==> config.mk <==
export PLATFORM = sky130hd
export DESIGN_NAME = windowed_tacho_speed_flat
export DESIGN_NICKNAME = d
export VERILOG_FILES = /design/src/rtl/wts_pkg.sv /design/src/rtl/wts_in_if.sv /design/src/rtl/wts_out_if.sv /design/src/rtl/wts_cell.sv /design/src/rtl/wts_speed_lane.sv /design/src/rtl/windowed_tacho_speed.sv /design/src/flat_wrapper.sv
export SDC_FILE = /design/constraint.sdc
export NUM_CORES = 1
export LEC_CHECK = 0
export BUFFER_PORTS_ARGS = -buffer_cell sky130_fd_sc_hd__buf_2
export CORE_AREA = 2 2 270 245
export DETAILED_ROUTE_END_ITERATION = 16
export DIE_AREA = 0 0 272 247
export HOLD_SLACK_MARGIN = 0.12
export PLACE_DENSITY_LB_ADDON = 0.1
export SYNTH_ARGS = -nofsm -noshare
export SYNTH_HDL_FRONTEND = slang
export SYNTH_HIERARCHICAL = 1
export SYNTH_SLANG_ARGS = --single-unit
==> constraint.sdc <==
create_clock -name clk -period 8.8 [get_ports clk]
set_clock_uncertainty 0.05 [all_clocks]
set_input_delay 0 -clock clk [delete_from_list [all_inputs] [get_ports clk]]
set_output_delay 0 -clock clk [all_outputs]
set_load 0.01 [all_outputs]
==> src/rtl/wts_pkg.sv <==
// ----------------------------------------------------------------------------
// wts_pkg
// Shared types and constants for the windowed tachometer speed estimator.
// ----------------------------------------------------------------------------
package wts_pkg;

    // Word kinds on the input channel
    typedef enum logic {
        ACT_TICK = 1'b0,
        ACT_CALC = 1'b1
    } action_t;

    localparam int unsigned SPEED_WIDTH   = 21;
    localparam int unsigned MAG_WIDTH     = SPEED_WIDTH - 1;
    localparam int unsigned TICK_MS_WIDTH = 4;

    // Milliseconds-to-seconds scale applied to a window difference
    localparam longint unsigned SCALE = 1000;

    localparam logic [TICK_MS_WIDTH-1:0] TICK_MS_RESET = 4'd1;
    localparam logic [MAG_WIDTH-1:0]     SPEED_MAG_MAX = {MAG_WIDTH{1'b1}};

    typedef logic signed [SPEED_WIDTH-1:0] speed_t;
    typedef logic [TICK_MS_WIDTH-1:0]      tick_ms_t;

endpackage

==> src/rtl/wts_in_if.sv <==
// ----------------------------------------------------------------------------
// wts_in_if
// Input channel: tick or calc words with both quadrature positions.
// ----------------------------------------------------------------------------
interface wts_in_if #(
    parameter int POS_WIDTH = 16
);
    logic                 valid;
    logic                 ready;
    wts_pkg::action_t     action;
    logic [POS_WIDTH-1:0] left_pos;
    logic [POS_WIDTH-1:0] right_pos;

    modport source (output valid, output action, output left_pos, output right_pos,
                    input ready);
    modport sink   (input valid, input action, input left_pos, input right_pos,
                    output ready);
endinterface

==> src/rtl/wts_out_if.sv <==
// ----------------------------------------------------------------------------
// wts_out_if
// Output channel: held speeds of both wheels and the sample flag.
// ----------------------------------------------------------------------------
interface wts_out_if;
    logic                valid;
    logic                ready;
    wts_pkg::speed_t     left_speed;
    wts_pkg::speed_t     right_speed;
    logic                sample_taken;

    modport source (output valid, output left_speed, output right_speed,
                    output sample_taken, input ready);
    modport sink   (input valid, input left_speed, input right_speed,
                    input sample_taken, output ready);
endinterface

==> src/rtl/wts_cell.sv <==
// ----------------------------------------------------------------------------
// wts_cell
// One history cell: holds a left/right position pair, loads from its neighbour.
// ----------------------------------------------------------------------------
module wts_cell #(
    parameter int POS_WIDTH = 16
) (
    input  logic                 clk,
    input  logic                 rst_n,
    input  logic                 shift_en,
    input  logic [POS_WIDTH-1:0] left_in,
    input  logic [POS_WIDTH-1:0] right_in,
    output logic [POS_WIDTH-1:0] left_q,
    output logic [POS_WIDTH-1:0] right_q
);

    logic [POS_WIDTH-1:0] left_reg;
    logic [POS_WIDTH-1:0] right_reg;

    always_ff @(posedge clk or negedge rst_n)
    begin
        if (!rst_n)
        begin
            left_reg  <= '0;
            right_reg <= '0;
        end
        else if (shift_en)
        begin
            left_reg  <= left_in;
            right_reg <= right_in;
        end
    end

    assign left_q  = left_reg;
    assign right_q = right_reg;

endmodule

==> src/rtl/wts_speed_lane.sv <==
// ----------------------------------------------------------------------------
// wts_speed_lane
// Two-stage speed datapath for one wheel: window difference, then scaling by
// SCALE / DIVISOR through a split reciprocal multiply, truncated and saturated.
// ----------------------------------------------------------------------------
module wts_speed_lane #(
    parameter int POS_WIDTH = 16,
    parameter int DIVISOR   = 80
) (
    input  logic                 clk,
    input  logic                 en,
    input  logic [POS_WIDTH-1:0] newest,
    input  logic [POS_WIDTH-1:0] oldest,
    output wts_pkg::speed_t      speed
);

    localparam longint unsigned DIV = longint'(DIVISOR);
    // Smallest magnitude whose scaled value no longer fits the field
    localparam longint unsigned SAT_MAG =
        ((longint'(1) << wts_pkg::MAG_WIDTH) * DIV + wts_pkg::SCALE - 1) / wts_pkg::SCALE;
    localparam int NW    = $clog2(SAT_MAG);
    localparam int DW    = $clog2(DIV + 1);
    localparam int SHIFT = NW + DW;
    localparam longint unsigned MULT = ((wts_pkg::SCALE << SHIFT) + DIV - 1) / DIV;
    localparam int MW  = $clog2(MULT + 1);
    localparam int MLO = MW / 2;
    localparam int MHI = MW - MLO;
    localparam int PW  = NW + MW;
    localparam logic [MLO-1:0] M_LO = MLO'(MULT);
    localparam logic [MHI-1:0] M_HI = MHI'(MULT >> MLO);

    logic                 neg_next;
    logic [POS_WIDTH-1:0] diff;
    logic                 sat_next;
    logic [NW-1:0]        mag_next;
    logic                 neg_reg;
    logic                 sat_reg;
    logic [NW-1:0]        mag_reg;

    logic [NW+MLO-1:0]    pp_lo_next;
    logic [NW+MHI-1:0]    pp_hi_next;
    logic [NW+MLO-1:0]    pp_lo_reg;
    logic [NW+MHI-1:0]    pp_hi_reg;
    logic                 neg2_reg;
    logic                 sat2_reg;

    logic [PW-1:0]                  prod;
    logic [wts_pkg::MAG_WIDTH-1:0]  quot;
    logic [wts_pkg::MAG_WIDTH-1:0]  mag_out;

    always_comb
    begin
        neg_next = newest < oldest;
        diff     = neg_next ? (oldest - newest) : (newest - oldest);
        sat_next = 64'(diff) >= SAT_MAG;
        mag_next = NW'(diff);
    end

    assign pp_lo_next = (NW+MLO)'(mag_reg) * (NW+MLO)'(M_LO);
    assign pp_hi_next = (NW+MHI)'(mag_reg) * (NW+MHI)'(M_HI);

    always_ff @(posedge clk)
    begin
        if (en)
        begin
            neg_reg   <= neg_next;
            sat_reg   <= sat_next;
            mag_reg   <= mag_next;
            neg2_reg  <= neg_reg;
            sat2_reg  <= sat_reg;
            pp_lo_reg <= pp_lo_next;
            pp_hi_reg <= pp_hi_next;
        end
    end

    always_comb
    begin
        prod    = (PW'(pp_hi_reg) << MLO) + PW'(pp_lo_reg);
        quot    = wts_pkg::MAG_WIDTH'(prod >> SHIFT);
        mag_out = sat2_reg ? wts_pkg::SPEED_MAG_MAX : quot;
        speed   = neg2_reg ? -wts_pkg::speed_t'({1'b0, mag_out})
                           :  wts_pkg::speed_t'({1'b0, mag_out});
    end

endmodule

==> src/rtl/windowed_tacho_speed.sv <==
// ----------------------------------------------------------------------------
// windowed_tacho_speed
// Two-wheel tachometer: sampled position history and windowed speed estimate.
// ----------------------------------------------------------------------------
// Input words (in_ch) are either ticks or calc requests. A tick adds tick_ms
// to the period accumulator; when it reaches SAMPLE_PERIOD_MS both positions
// are pushed into a chain of HISTORY_DEPTH cells (newest at the head, oldest
// at the tail). A calc word turns head minus tail into steps per second and
// latches it as the held speed. Every input word yields one output word
// (out_ch) carrying the held speeds and the sample flag.
// tick_ms is written via cfg_we/cfg_wdata; the user must do so only while the
// block is idle, which the block itself leaves unchecked. in_ch.valid passes
// v1_reg and v2_reg to out_valid_reg. The history chain updates at acceptance
// and the two-stage scaling pipe per wheel lets a word enter every cycle
// unless stalled. Reset clears the history, the accumulator and the held
// speeds and sets tick_ms to 1. When the receiver stalls the whole pipe holds
// and in_ch.ready drops; an empty output register keeps in_ch.ready high.
// ----------------------------------------------------------------------------
module windowed_tacho_speed #(
    parameter int HISTORY_DEPTH    = 17,
    parameter int SAMPLE_PERIOD_MS = 5,
    parameter int POS_WIDTH        = 16
) (
    input  logic                clk,
    input  logic                rst_n,
    input  logic                cfg_we,
    input  wts_pkg::tick_ms_t   cfg_wdata,
    wts_in_if.sink              in_ch,
    wts_out_if.source           out_ch
);

    localparam int DIVISOR = SAMPLE_PERIOD_MS * (HISTORY_DEPTH - 1);
    localparam int AW      = $clog2(SAMPLE_PERIOD_MS + 16);

    wts_pkg::tick_ms_t tick_ms_reg;
    logic [AW-1:0]     accum_reg;
    logic [AW-1:0]     accum_next;
    logic [AW-1:0]     accum_sum;

    logic en;
    logic accept;
    logic is_tick;
    logic sample_hit;

    logic             v1_reg;
    logic             v2_reg;
    logic             out_valid_reg;
    wts_pkg::action_t act1_reg;
    wts_pkg::action_t act2_reg;
    logic             samp1_reg;
    logic             samp2_reg;
    logic             samp_out_reg;

    wts_pkg::speed_t left_held_reg;
    wts_pkg::speed_t right_held_reg;
    wts_pkg::speed_t left_lane_speed;
    wts_pkg::speed_t right_lane_speed;

    logic [POS_WIDTH-1:0] left_chain  [HISTORY_DEPTH];
    logic [POS_WIDTH-1:0] right_chain [HISTORY_DEPTH];

    // Whole pipe advances when the output register is free or being taken
    assign en           = !out_valid_reg || out_ch.ready;
    assign in_ch.ready  = en;
    assign accept       = in_ch.valid && en;
    assign is_tick      = in_ch.action == wts_pkg::ACT_TICK;

    always_comb
    begin
        accum_sum  = accum_reg + AW'(tick_ms_reg);
        sample_hit = accept && is_tick && (accum_sum >= AW'(SAMPLE_PERIOD_MS));
        accum_next = accum_reg;
        if (accept && is_tick)
        begin
            accum_next = sample_hit ? '0 : accum_sum;
        end
    end

    always_ff @(posedge clk or negedge rst_n)
    begin
        if (!rst_n)
        begin
            tick_ms_reg <= wts_pkg::TICK_MS_RESET;
            accum_reg   <= '0;
        end
        else
        begin
            if (cfg_we)
            begin
                tick_ms_reg <= cfg_wdata;
            end
            accum_reg <= accum_next;
        end
    end

    // History chain: on a sample the head loads the input positions and each other cell loads from its neighbour
    for (genvar k = 0; k < HISTORY_DEPTH; k++)
    begin : g_cell
        if (k == 0)
        begin : g_head
            wts_cell #(.POS_WIDTH(POS_WIDTH)) u_cell (
                .clk      (clk),
                .rst_n    (rst_n),
                .shift_en (sample_hit),
                .left_in  (in_ch.left_pos),
                .right_in (in_ch.right_pos),
                .left_q   (left_chain[k]),
                .right_q  (right_chain[k])
            );
        end
        else
        begin : g_body
            wts_cell #(.POS_WIDTH(POS_WIDTH)) u_cell (
                .clk      (clk),
                .rst_n    (rst_n),
                .shift_en (sample_hit),
                .left_in  (left_chain[k-1]),
                .right_in (right_chain[k-1]),
                .left_q   (left_chain[k]),
                .right_q  (right_chain[k])
            );
        end
    end

    wts_speed_lane #(.POS_WIDTH(POS_WIDTH), .DIVISOR(DIVISOR)) u_left_lane (
        .clk    (clk),
        .en     (en),
        .newest (left_chain[0]),
        .oldest (left_chain[HISTORY_DEPTH-1]),
        .speed  (left_lane_speed)
    );

    wts_speed_lane #(.POS_WIDTH(POS_WIDTH), .DIVISOR(DIVISOR)) u_right_lane (
        .clk    (clk),
        .en     (en),
        .newest (right_chain[0]),
        .oldest (right_chain[HISTORY_DEPTH-1]),
        .speed  (right_lane_speed)
    );

    always_ff @(posedge clk or negedge rst_n)
    begin
        if (!rst_n)
        begin
            v1_reg         <= 1'b0;
            v2_reg         <= 1'b0;
            out_valid_reg  <= 1'b0;
            left_held_reg  <= '0;
            right_held_reg <= '0;
        end
        else if (en)
        begin
            v1_reg        <= in_ch.valid;
            v2_reg        <= v1_reg;
            out_valid_reg <= v2_reg;
            // Latch new speeds as a calc word reaches the output register
            if (v2_reg && act2_reg == wts_pkg::ACT_CALC)
            begin
                left_held_reg  <= left_lane_speed;
                right_held_reg <= right_lane_speed;
            end
        end
    end

    always_ff @(posedge clk)
    begin
        if (en)
        begin
            act1_reg     <= in_ch.action;
            samp1_reg    <= sample_hit;
            act2_reg     <= act1_reg;
            samp2_reg    <= samp1_reg;
            samp_out_reg <= samp2_reg;
        end
    end

    assign out_ch.valid        = out_valid_reg;
    assign out_ch.left_speed   = left_held_reg;
    assign out_ch.right_speed  = right_held_reg;
    assign out_ch.sample_taken = samp_out_reg;

endmodule

==> src/flat_wrapper.sv <==
// flat-port wrapper written by rule: the top's interface ports become plain ports
module windowed_tacho_speed_flat 
#(
    parameter int HISTORY_DEPTH    = 17,
    parameter int SAMPLE_PERIOD_MS = 5,
    parameter int POS_WIDTH        = 16
)
  (clk, rst_n, cfg_we, cfg_wdata, in_ch_valid, in_ch_action, in_ch_left_pos, in_ch_right_pos, in_ch_ready, out_ch_valid, out_ch_left_speed, out_ch_right_speed, out_ch_sample_taken, out_ch_ready);
  wts_in_if #(.POS_WIDTH(POS_WIDTH)) in_ch_i ();
  wts_out_if out_ch_i ();
  input  logic clk;
  input  logic rst_n;
  input  logic cfg_we;
  input  wts_pkg::tick_ms_t cfg_wdata;
  input wire logic [$bits(in_ch_i.valid)-1:0] in_ch_valid;
  input wire logic [$bits(in_ch_i.action)-1:0] in_ch_action;
  input wire logic [$bits(in_ch_i.left_pos)-1:0] in_ch_left_pos;
  input wire logic [$bits(in_ch_i.right_pos)-1:0] in_ch_right_pos;
  output wire logic [$bits(in_ch_i.ready)-1:0] in_ch_ready;
  output wire logic [$bits(out_ch_i.valid)-1:0] out_ch_valid;
  output wire logic [$bits(out_ch_i.left_speed)-1:0] out_ch_left_speed;
  output wire logic [$bits(out_ch_i.right_speed)-1:0] out_ch_right_speed;
  output wire logic [$bits(out_ch_i.sample_taken)-1:0] out_ch_sample_taken;
  input wire logic [$bits(out_ch_i.ready)-1:0] out_ch_ready;
  assign in_ch_i.valid = in_ch_valid;
  assign in_ch_i.action = in_ch_action;
  assign in_ch_i.left_pos = in_ch_left_pos;
  assign in_ch_i.right_pos = in_ch_right_pos;
  assign in_ch_ready = in_ch_i.ready;
  assign out_ch_valid = out_ch_i.valid;
  assign out_ch_left_speed = out_ch_i.left_speed;
  assign out_ch_right_speed = out_ch_i.right_speed;
  assign out_ch_sample_taken = out_ch_i.sample_taken;
  assign out_ch_i.ready = out_ch_ready;
  windowed_tacho_speed #(.HISTORY_DEPTH(HISTORY_DEPTH), .SAMPLE_PERIOD_MS(SAMPLE_PERIOD_MS), .POS_WIDTH(POS_WIDTH)) u_core (.clk(clk), .rst_n(rst_n), .cfg_we(cfg_we), .cfg_wdata(cfg_wdata), .in_ch(in_ch_i), .out_ch(out_ch_i));
endmodule
* Word-level counts from Yosys, hierarchy flattened *
Cells that the tools add are included.

operators by class
  add/subtract/negate cells = 7
  $mul = 2
  $lt $le $gt $ge = 3
  muxes and demuxes = 5
  bitwise gates (word level) = 1
  reductions and logical operators = 7

operators with widths
  cell                   number
  $sub 16x16->16         4
  $mul 16x5->21 const B  2
  $mux 21                2
  $neg 20->21            2
  $lt 16x16->1           2
  $mux 16                2
  $add 5x4->5            1
  $ge 5x3->1 const B     1
  $mux 5                 1
  $logic_and 1x1->1      4
  $reduce_and 2->1       1
  $logic_not 1->1        1
  $logic_or 1x1->1       1
  $not 1->1              1

storage, ports and cells
  bits in registers = 681
  input bits = 42
  output and inout bits = 45
  word-level logic and storage cells = 79

* Depth between registers and ports, before layout *
Gate-level depths: netlist (run 1).

  depth in word-level cells = 6
  depth in mapped cells = 13
  depth with buffers taken out = 12

* Hierarchy *
Netlist (run 1), hierarchy kept.

modules (own cells, without submodules)
  module                                 instances  cells an instance  area each (um^2)  sequential area each (um^2)
  wts_cell                               17         68                 1345.0            800.8
  wts_speed_lane at u_core.u_right_lane  1          545                4872.2            1141.1
  wts_speed_lane at u_core.u_left_lane   1          532                4767.1            1141.1
  windowed_tacho_speed                   1          148                2568.7            1502.7

* Worst setup path after synthesis (run 1) *
Ideal clock, no wire load.

  path type = reg2reg
  from = reg u_core.u_left_lane.mag_reg[6]
  to = reg u_core.u_left_lane.pp_hi_reg[28], data pin
  library setup time = 0.265 ns
  arrival = 2.942 ns
  path slack = 5.543 ns
  stages on the path, launching flop included = 13
  period minus slack after synthesis = 3.257 ns
  cell sequence = edfxtp_1 > ha_1 > ha_1 > inv_1 > fa_1 > inv_1 > ha_1 > and3_1 > a221o_1 > a31o_2 > nand2b_1 > o21ai_0 > xor2_1

between the ends
  cells in the longest elaborated chain, start to end = 1

RTL lines
  what                                         line                  RTL
  start, declared                              wts_speed_lane.sv:38  logic [NW-1:0] mag_reg;
  start signal, assigned                       wts_speed_lane.sv:68  mag_reg <= mag_next;
  $mul 16x5->21                                wts_speed_lane.sv:60  assign pp_hi_next = (NW+MHI)'(mag_reg) * (NW+MHI)'(M_HI);
  named net u_core.u_left_lane.pp_hi_next[28]  wts_speed_lane.sv:41  logic [NW+MHI-1:0] pp_hi_next;
  end signal, assigned                         wts_speed_lane.sv:72  pp_hi_reg <= pp_hi_next;
  end, declared                                wts_speed_lane.sv:43  logic [NW+MHI-1:0] pp_hi_reg;

The timed path passes the listed nets, and every way through them passes these cells.
A chain may end at the register's enable or synchronous reset.

* Final worst setup path (run 1) *
  from = reg u_core.tick_ms_reg[0]
  to = reg u_core.g_cell[10].g_body.u_cell.left_reg[13]

between the ends
  cells in the longest elaborated chain, start to end = 3

RTL lines
  what                         line                        RTL
  start, declared              windowed_tacho_speed.sv:35  wts_pkg::tick_ms_t tick_ms_reg;
  start signal, assigned       windowed_tacho_speed.sv:83  tick_ms_reg <= wts_pkg::TICK_MS_RESET;
  start signal, assigned       windowed_tacho_speed.sv:90  tick_ms_reg <= cfg_wdata;
  $add 5x4->5                  windowed_tacho_speed.sv:70  accum_sum = accum_reg + AW'(tick_ms_reg);
  $ge 5x3->1                   windowed_tacho_speed.sv:71  sample_hit = accept && is_tick && (accum_sum >= AW'(SAMPLE_PERIOD_MS));
  $logic_and 1x1->1            windowed_tacho_speed.sv:71
  named net u_core.sample_hit  windowed_tacho_speed.sv:43  logic sample_hit;
  end signal, assigned         wts_cell.sv:29              left_reg <= left_in;
  end, declared                wts_cell.sv:17              logic [POS_WIDTH-1:0] left_reg;

The timed path passes the listed nets, and every way through them passes these cells.

==> impl_results.md, run 1 <==
- Final GP Congestion: 0.840
- Synthesized Nets: roughly 2,600
- Initial Util: 0.542
- CP cell instances: ha_1, inv_1, fa_1, xor2_1, a2bb2oi_1, o211ai_1, o21ba_4, buf_12, mux2_2
- Antenna Nets Post-Route: 0
- Area Overhead vs Synth: 10.2%
- Post-synth EDFFs: 81
- Clk buf depth: 3
- Number of warnings issued by yosys: 6
- Status: completed
- Vias: 18,000
- Largest net degree at the start of global routing: around 170
- FF/Latch Area: 17,400 um^2
- Startpoint Class: register
- Tightest Hold Check Type: primary input to register
- P_leak: 18.6 nW
- Root Driver: clkbuf_16
- Max frequency: ~0.24 GHz
- Crit path time final: 4.23 ns
- Psw: 5.92 mW
- Synth Register Bits: 679
- IO Pins: 87
- Die area: 67,200 um^2
- First-pass GRT wire length: 98,800 um
- Global route total overflow: 0
- Netlist cell types: 77
- Die Wd: approximately 270 um
- Die height: 247 um
- Worst-Skew Late Latency: 0.62 ns
- Util after Layout: 0.597
- Critical Path AT: 4.67 ns
- Diode count: 0
- Final hold violations: 0
- Core region area: 64,700 um^2
- WP data required: 9.24 ns
- Final Net Count: around 2,800
- Post-synthesis cell count: 2,381
- Final TNS setup: 0 ns
- WS Path Type: register to register
- Asr flop ratio synth: 0.881
- CP endpoint kind: register
- Synth Area per Inst: 14.7 um^2
- Total GRT Usage: 0.178
- Slew Limit Fails: 0
- Pre-Repair DR Iteration Count: 5
- Sw Share: 0.365
- Fillers: ~5,000
- Hpwl dp: around 38,000 um
- Number of gates resized after cts: 0
- Logic pwr share: 0.483
- Fraction of layout cells with a size suffix above 1: 0.318
- Top post-synthesis cells by area: dfrtp_1, mux2_4, edfxtp_1
- Main synth FF type: dfrtp_1
- DRC viols: 0
- H-tree Lvls: 3
- Clk slew on worst S/H paths: about 0.06 ns
- IO Port Bufs: 86
- Max-slew headroom: 0.127
- Area of the multi-input gates: 15,500 um^2
- Final wirelength: 57,800 um
- Worst Path Max Fanout: 160
- Final setup fails: 0
- Cell Pwr Density: 420 nW/um^2
- Critical Path Max Stage Delay: a little under 0.8 ns
- Post-synthesis instance area: 35,100 um^2
- Slowest CP cell: o21ba_4
- Register share of total power: 0.329
- CTS Buf Count: 73
- Slew @ Worst Pin: ~1.3 ns
- Iteration-0 DRC count of the detailed router: about 1,100
- Routed len/inst: roughly 17 um
- Post-synth top area share: 0.426
- Detail-routed via count per cell: 5.20
- TritonCTS clock tree: built
- Synth area leader: dfrtp_1
- VDD IR-drop max: 0.267 mV
- Sequential area share after synthesis: 0.496
- Clock power frac: 0.188
- Rows: 89
- Initial antenna violation count: 1
- Final period utilization: 0.481
- Number of global-route vias before repair: about 19,000
- P_int: slightly above 10 mW
- Max-cap violations: 0
- Sinks on Clock Net: just under 700
- Unrepaired setup endpoints after global routing: false
==> metal layers <==
metal | track usage | wire length, um | up-vias
met5 | 0 | 0 | -
met4 | 0.0525 | 1260 | 0
met3 | 0.0246 | 1370 | 89
met2 | 0.270 | 25400 | 201
met1 | 0.267 | 29800 | 9025
li1 | - | - | 8678
==> worst paths after layout <==
path                                                   start                                                endpoint  slack [ns]  depth (start not counted)
max                        u_core/tick_ms_reg[0]$_DFFE_PN1P_  u_core/g_cell[10].g_body.u_cell/left_q[13]$_DFFE_PN0P_        4.57                          9
min                                        in_ch_left_pos[0]    u_core/g_cell[0].g_head.u_cell/left_q[0]$_DFFE_PN0P_        0.18                          3
max reg2reg                u_core/tick_ms_reg[0]$_DFFE_PN1P_  u_core/g_cell[10].g_body.u_cell/left_q[13]$_DFFE_PN0P_        4.57                          9
min reg2reg                       u_core/samp1_reg$_DFFE_PN_                              u_core/samp2_reg$_DFFE_PN_        0.36                          0
max in group asynchronous                              rst_n   u_core/g_cell[5].g_body.u_cell/left_q[11]$_DFFE_PN0P_        6.49                          5
min in group asynchronous                              rst_n                       u_core/tick_ms_reg[0]$_DFFE_PN1P_        0.48                          3
==> power groups by stage <==
stage / sequential (mW) / combinational (mW) / clock, mW
after floorplan: 5.13 / 6.53 / 0
after CTS: 5.36 / 7.87 / 3.16
after detailed placement: 5.40 / 7.75 / 0
after global placement: 5.37 / 7.64 / 0
after global routing: 5.49 / 8.80 / 3.29
final: 5.34 / 7.82 / 3.05
==> repair_timing <==
item,in CTS,in global routing
hold buffers,85,0
buffers inserted,0,0
hold endpoints to repair,192,0
setup endpoints to repair,0,0
==> critical path, delay by kind of cell (launching register included) <==
kind | cells | cell delay, ns
compound gates | 3 | 1.14
buf+inv | 2 | 0.81
fa+ha+maj | 2 | 0.57
flops | 1 | 0.53
mux | 1 | 0.43
xor+xnor | 1 | 0.21
==> cell families after synthesis <==
kind of cell,Yosys count,synth area share
adder cells (fa/ha/maj),201,0.0775
AO/OA/AOI/OAI,278,0.0544
AND/OR/NAND/NOR,232,0.0345
flip-flops,679,0.496
buffers and inverters,292,0.0611
multiplexers,612,0.255
XOR/XNOR,87,0.0217
==> cell usage in the layout, fill, tap and decap left out, types with 6 or more instances in the layout <==
cell type and instances:
a211oi_1 10, a21boi_0 9, a21o_1 36, a21oi_1 54
a31oi_1 15, and2_1 8, and3_1 8, buf_12 6
buf_2 85, clkbuf_1 22, clkbuf_16 76, clkbuf_8 14
dfrtp_1 597, dlygate4sd3_1 84, edfxtp_1 81, fa_1 27
ha_1 174, inv_1 190, mux2_2 40, mux2_4 550
mux2i_1 20, nand2_1 61, nand2b_1 14, nand3_1 16
nand4_1 7, nor2_1 43, nor2b_1 12, nor3_1 21
nor4_1 6, o211ai_1 8, o21a_1 17, o21ai_0 55
o21bai_1 8, o31ai_1 8, or2_2 8, or3_1 6
xnor2_1 54, xor2_1 33
==> synthesized netlist by cell type (all sizes together), types with 33 or more instances <==
cell type	count
xor2	33
nor2	43
mux2	592
nand2	61
a21o	36
inv	191
xnor2	54
edfxtp	81
o21ai	55
buf	80
a21oi	54
dfrtp	597
ha	174
==> area by class of cell <==
type / count / share of cell area
clock buffer: 112 / 0.0563
multi-input combinational: 1410 / 0.402
inverter: 191 / 0.0186
clock inverter: 19 / 0.00670
tap: 864 / 0.0280
sequential: 679 / 0.450
timing repair buffer: 182 / 0.0380
==> stage by stage <==
step | instances | area [um^2] | hold WS [ns] | power, mW | setup WS (ns)
floorplan | 2381 | 35100 | -0.346 | 11.7 | 5.54
global placement | 3241 | 35300 | -0.0515 | 13.0 | 4.77
detailed placement | 3241 | 35300 | -0.0409 | 13.2 | 4.69
CTS | 3457 | 38600 | 0.128 | 16.4 | 4.67
global route | 3457 | 38600 | 0.165 | 17.6 | 4.51
finish | 3457 | 38600 | 0.179 | 16.2 | 4.57
Power figures use the tool's default switching activity.
==> run 2: changes to the inputs <==
==> constraint.sdc (replaced) <==
create_clock -name clk -period 3.5 [get_ports clk]
set_clock_uncertainty 0.05 [all_clocks]
set_input_delay 0 -clock clk [delete_from_list [all_inputs] [get_ports clk]]
set_output_delay 0 -clock clk [all_outputs]
set_load 0.01 [all_outputs]
==> run 2 against run 1 <==
  * Combinational power increased to 2.7 times the previous value
  * Clock power grew to 2.6 times the previous value
  * Routed wire length is 5.1% higher
  * Sequential power rose by 150%
  * Non-clock buffer count rose by 53
  * Die area unchanged
  * Critical path type unchanged
  * Largest cell class unchanged
==> impl_results.md, run 2 (synthesized netlist as in run 1, its figures left out) <==
- Vias: 18,300
- Area of the multi-input gates: 15,600 um^2
- Final TNS setup: 0 ns
- Cell Pwr Density: 1090 nW/um^2
- Antenna Nets Post-Route: 0
- Slew Limit Fails: 0
- IO Pins: 87
- IO Port Bufs: 86
- FF/Latch Area: between 15,000 and 20,000 um^2
- Tightest Hold Check Type: primary input to register
- Initial Util: 0.542
- Crit path time final: around 3.4 ns
- VDD IR-drop max: 0.666 mV
- Final Non-Filler Cells: 3,508
- Clk buf depth: 3
- Status: completed
- Final setup fails: 0
- Max-cap violations: 0
- Initial antenna violation count: 0
- Max-slew headroom: 0.478
- First-pass GRT wire length: 102,000 um
- Max frequency: 0.295 GHz
- Post-Place Cells: between 3,000 and 4,000
- Die height: between 200 and 250 um
- Sinks on Clock Net: 679
- WP data required: 3.79 ns
- Rows: 89
- CTS Buf Count: 71
- Final period utilization: 0.967
- Pre-Repair DR Iteration Count: 5
- Critical Path AT: 3.68 ns
- Worst-Skew Late Latency: a little over 0.6 ns
- Detail-routed via count per cell: between 5 and 6
- CP bufs+invs: 3
- Root Driver: clkbuf_16
- Core region area: 64,700 um^2
- Iteration-0 DRC count of the detailed router: 930
- DRC viols: 0
- CP top delay family: adder cells
- Final Net Count: 2,831
- Fillers: 4,980
- CP cell instances: ha_1, ha_1, inv_1, fa_1, inv_1, ha_2, o21ai_1, or2_2, o211ai_1, buf_4, a21o_1, a21oi_2, xnor2_1
- Die Wd: 272 um
- Most frequent cells in the layout: dfrtp_1, mux2_4, inv_1
- Diode count: 0
- WS Path Type: register to register
- TritonCTS clock tree: built
- Final wirelength: 60,700 um
- Most common cell after layout, fill and taps aside: dfrtp_1
- Clk slew on worst S/H paths: 0.06 ns
- Final hold violations: 0
- Final GP Congestion: 0.859
- Global route total overflow: 0
- P_leak: 18.9 nW
- Worst Path Max Fanout: 3
- Slew @ Worst Pin: 0.783 ns
- Startpoint Class: register
- Fraction of layout cells with a size suffix above 1: 0.342
- Util after Layout: 0.607
- Largest net degree at the start of global routing: 92
- Area Overhead vs Synth: 12.1%
- Total GRT Usage: 0.186
- Number of global-route vias before repair: ~19,000
- Die area: between 60,000 and 70,000 um^2
- Critical Path Max Stage Delay: just under 0.5 ns
- Routed len/inst: 17.3 um
- H-tree Lvls: 3
- Hpwl dp: 40,200 um
- Slowest CP cell: fa_1
- CP endpoint kind: register
run 2: worst reg2reg max path, stage by stage, from the launching register on:
cell and delay (ns):
edfxtp_1 0.42, ha_1 0.32, ha_1 0.28, inv_1 0.05, fa_1 0.49, inv_1 0.04
ha_2 0.31, o21ai_1 0.08, or2_2 0.31, o211ai_1 0.30, buf_4 0.17, a21o_1 0.13
a21oi_2 0.06, xnor2_1 0.13
run 2: per-stage QoR:
step                area (um^2)  hold WS, ns  power, mW  setup slack (ns)
global route              39300        0.150       46.3           -0.0468
CTS                       39200        0.126       42.3            0.0207
global placement          35800       0.0633       33.7            0.0681
detailed placement        35800       0.0727       33.9            0.0228
finish                    39300        0.160       42.7             0.115
floorplan                 35100       -0.346       29.3             0.243
run 2: final timing paths:
path | from | end | slack (ns) | depth (start not counted)
worst max-delay path | u_core/u_right_lane/mag_reg[5]$_DFFE_PP_ | u_core/u_right_lane/pp_hi_reg[25]$_DFFE_PP_ | 0.12 | 13
worst min-delay path | in_ch_left_pos[0] | u_core/g_cell[0].g_head.u_cell/left_q[0]$_DFFE_PN0P_ | 0.16 | 3
worst max register to register | u_core/u_right_lane/mag_reg[5]$_DFFE_PP_ | u_core/u_right_lane/pp_hi_reg[25]$_DFFE_PP_ | 0.12 | 13
worst min register to register | u_core/samp2_reg$_DFFE_PN_ | u_core/out_ch.sample_taken$_DFFE_PN_ | 0.37 | 0
max in group asynchronous | rst_n | u_core/g_cell[13].g_body.u_cell/right_q[10]$_DFFE_PN0P_ | 2.27 | 4
min in group asynchronous | rst_n | u_core/out_ch.left_speed[18]$_DFFE_PN0P_ | 0.65 | 4
run 2: layer usage:
| metal | vias up | global-route usage | wire, um |
|---|---|---|---|
| met5 | - | 0 | 0 |
| met1 | 9197 | 0.283 | 31200 |
| met2 | 235 | 0.277 | 26400 |
| met3 | 80 | 0.0270 | 1770 |
| met4 | 0 | 0.0553 | 1350 |
| li1 | 8777 | - | - |
run 2: what timing repair did:
| action | CTS | global route |
|---|---|---|
| setup buffers | 0 | 9 |
| hold buffers | 82 | 0 |
| gates resized for setup | 0 | 18 |
| hold endpoints to repair | 661 | 0 |
| setup endpoints to repair | 0 | 10 |
run 2: power breakdown:
group	total, mW	internal [mW]	switching [mW]
registers	13.3	11.5	1.83
logic	21.5	11.0	10.5
clock network	7.88	4.72	3.16
run 2: area by class of cell:
type,instances,share of cell area
flip-flops and latches,679,0.443
clock buffers,96,0.0536
well taps,864,0.0275
repair buffers,235,0.0507
multi-input cells,1410,0.397
inverters,191,0.0182
clock inverters,33,0.00987
==> run 3: changes to the inputs <==
==> constraint.sdc (replaced) <==
create_clock -name clk -period 3.01 [get_ports clk]
set_clock_uncertainty 0.05 [all_clocks]
set_input_delay 0 -clock clk [delete_from_list [all_inputs] [get_ports clk]]
set_output_delay 0 -clock clk [all_outputs]
set_load 0.01 [all_outputs]
==> run 3 against run 2 <==
  * The flow now finishes with violations (setup timing)
  * Cell count rose by 5.6%
  * Cell area is 6.7% higher
  * First-iteration DRC count down 2.0%
  * Register-to-register slack worse by 0.31 ns
  * Non-clock buffer count up 193
  * Die area did not move
  * Critical path type unchanged
  * Highest routed layer unchanged
==> impl_results.md, run 3 (synthesized netlist as in run 1, its figures left out) <==
- Placed cell area: 37,400 um^2
- Area Overhead vs Synth: 19.6%
- Fraction of layout cells with a size suffix above 1: 0.428
- Final Non-Filler Cells: between 3,000 and 4,000
- Sinks on Clock Net: 679
- DRC viols: 0
- Violated checks: setup timing
- Final hold violations: 0
- Startpoint Class: register
- Max-slew headroom: 0.260
- Worst Path Max Fanout: 4
- Post-route cell area: 41,900 um^2
- CTS Buf Count: between 70 and 80
- IO Port Bufs: 86
- Total GRT Usage: 0.198
- Worst Hold Launch: in_ch_right_pos[5]
- First-pass GRT wire length: about 110,000 um
- Final setup fails: 17
- Die area: roughly 67,000 um^2
- Number of global-route vias before repair: just over 20,000
- Post-Place Cells: 3,449
- Max frequency: 0.312 GHz
- Die height: 247 um
- WHS Path Cells: 3
- Slew @ Worst Pin: around 1.1 ns
- Post-route setup slack: -0.199 ns
- Slew Limit Fails: 0
- Most frequent cells in the layout: dfrtp_1, mux2_4, buf_4
- Status: finished with violations
- Vias: about 19,000
- Util after Layout: 0.648
- CP endpoint kind: register
- Global route total overflow: 0
- Final wirelength: 66,900 um
- Largest net degree at the start of global routing: 87
- Final Net Count: 3,026
- Detail-routed via count per cell: 5.16
- Crit path time final: 3.21 ns
- Reg2Reg Depth: 13
- Root Driver: clkbuf_16
- Routed len/inst: 18.1 um
- Hpwl dp: 44,600 um
- Clk slew on worst S/H paths: 0.06 ns
- Rows: 89
- TritonCTS clock tree: built
- Most common cell after layout, fill and taps aside: dfrtp_1
- Max-cap violations: 0
- WP data required: 3.33 ns
- Unrepaired setup endpoints after global routing: true
- R2r startpoint: u_core/u_right_lane/mag_reg[5]$_DFFE_PP_
- Die Wd: 272 um
- Iteration-0 DRC count of the detailed router: 911
- Core region area: 64,700 um^2
- Initial Util: 0.542
- Final period utilization: 1.07
- Fillers: 4,694
- Worst-Skew Late Latency: between 0.6 and 0.7 ns
- Diode count: 0
- Reg-to-Reg End: u_core/u_right_lane/pp_hi_reg[29]$_DFFE_PP_
- Antenna Nets Post-Route: 0
- Clk buf depth: 3
- End of the worst hold path: u_core/g_cell[0].g_head.u_cell/right_q[5]$_DFFE_PN0P_
- Critical Path AT: 3.53 ns
- Pre-Repair DR Iteration Count: 4
- Initial antenna violation count: 0
- Final GP Congestion: 0.831
- Tightest Hold Check Type: primary input to register
- Final TNS setup: -1.95 ns
- H-tree Lvls: 3
- FF-to-FF setup slack: -0.20 ns
- IO Pins: 87
- WS Path Type: register to register
==> run 3: cell count changes in the layout (fill, tap and decap cells not counted), moves of 7 or more <==
cell           delta
a21oi_1           -9
buf_12            +9
buf_4           +165
buf_6            +15
clkbuf_1          +9
clkbuf_16        +10
dlygate4sd3_1    -12
ha_1             -25
ha_4             +25
inv_1            -18
inv_2            +16
o21ai_0           -8
o21ai_2           +7
==> run 3: cell type report <==
| class | instances | area, um^2 | share of cell area |
|---|---|---|---|
| Clock buffer | 102 | 2100 | 0.0500 |
| Inverter | 191 | 726 | 0.0173 |
| Multi-Input combinational cell | 1410 | 16400 | 0.392 |
| Tap cell | 864 | 1080 | 0.0258 |
| Clock inverter | 30 | 338 | 0.00805 |
| Timing Repair Buffer | 428 | 3850 | 0.0919 |
| Sequential cell | 679 | 17400 | 0.415 |
==> run 3: worst max-delay path, stage by stage (launching register included) <==
cell and delay, ns:
edfxtp_1 0.43, ha_1 0.32, ha_1 0.29, inv_2 0.04, fa_1 0.48, inv_2 0.05
ha_4 0.27, o21ai_2 0.06, or2_4 0.24, o211ai_1 0.19, buf_4 0.17, nand3_2 0.08
a21oi_2 0.12, and3b_1 0.17
==> run 3: worst max-delay path by stage <==
stage | cells past startpoint | endpoint | slack (ns) | start
after global placement | 12 | u_core/u_right_lane/pp_hi_reg[29]$_DFFE_PP_ | -0.27 | u_core/u_right_lane/mag_reg[4]$_DFFE_PP_
after CTS | 10 | u_core/u_left_lane/pp_hi_reg[27]$_DFFE_PP_ | -0.15 | u_core/u_left_lane/mag_reg[3]$_DFFE_PP_
final | 13 | u_core/u_right_lane/pp_hi_reg[29]$_DFFE_PP_ | -0.20 | u_core/u_right_lane/mag_reg[5]$_DFFE_PP_
after global routing | 13 | u_core/u_right_lane/pp_hi_reg[29]$_DFFE_PP_ | -0.33 | u_core/u_right_lane/mag_reg[5]$_DFFE_PP_
after floorplan | 12 | u_core/u_right_lane/pp_hi_reg[29]$_DFFE_PP_ | -0.08 | u_core/u_right_lane/mag_reg[6]$_DFFE_PP_
after detailed placement | 12 | u_core/u_right_lane/pp_hi_reg[29]$_DFFE_PP_ | -0.33 | u_core/u_right_lane/mag_reg[4]$_DFFE_PP_
==> run 3: what timing repair did <==
item | 4_1_cts | 5_1_grt
endpoints found under the hold margin | 575 | 0
cloned | 0 | 12
setup buffers | 25 | 18
resized for setup | 68 | 89
hold buffers | 70 | 0
endpoints found under the setup margin | 30 | 289
pin swaps | 80 | 50
==> run 3: layer usage <==
layer,part of all wire,GRT usage,vias to the layer above
met1,0.48,0.281,9648
met5,0,0,-
met4,0.020,0.0522,0
li1,-,-,9198
met3,0.023,0.0290,91
met2,0.47,0.320,189
==> run 3: through the flow <==
stage	hold slack (ns)	worst slack, ns
final	0.151	-0.199
after global routing	0.144	-0.326
after CTS	0.121	-0.154
after detailed placement	0.0328	-0.328
after global placement	0.0305	-0.269
after floorplan	-0.346	-0.0778
Power of run 3 is left out: the tool's default activity adds up to more than one toggle a clock period on the data nets, which glitch-free logic cannot reach.
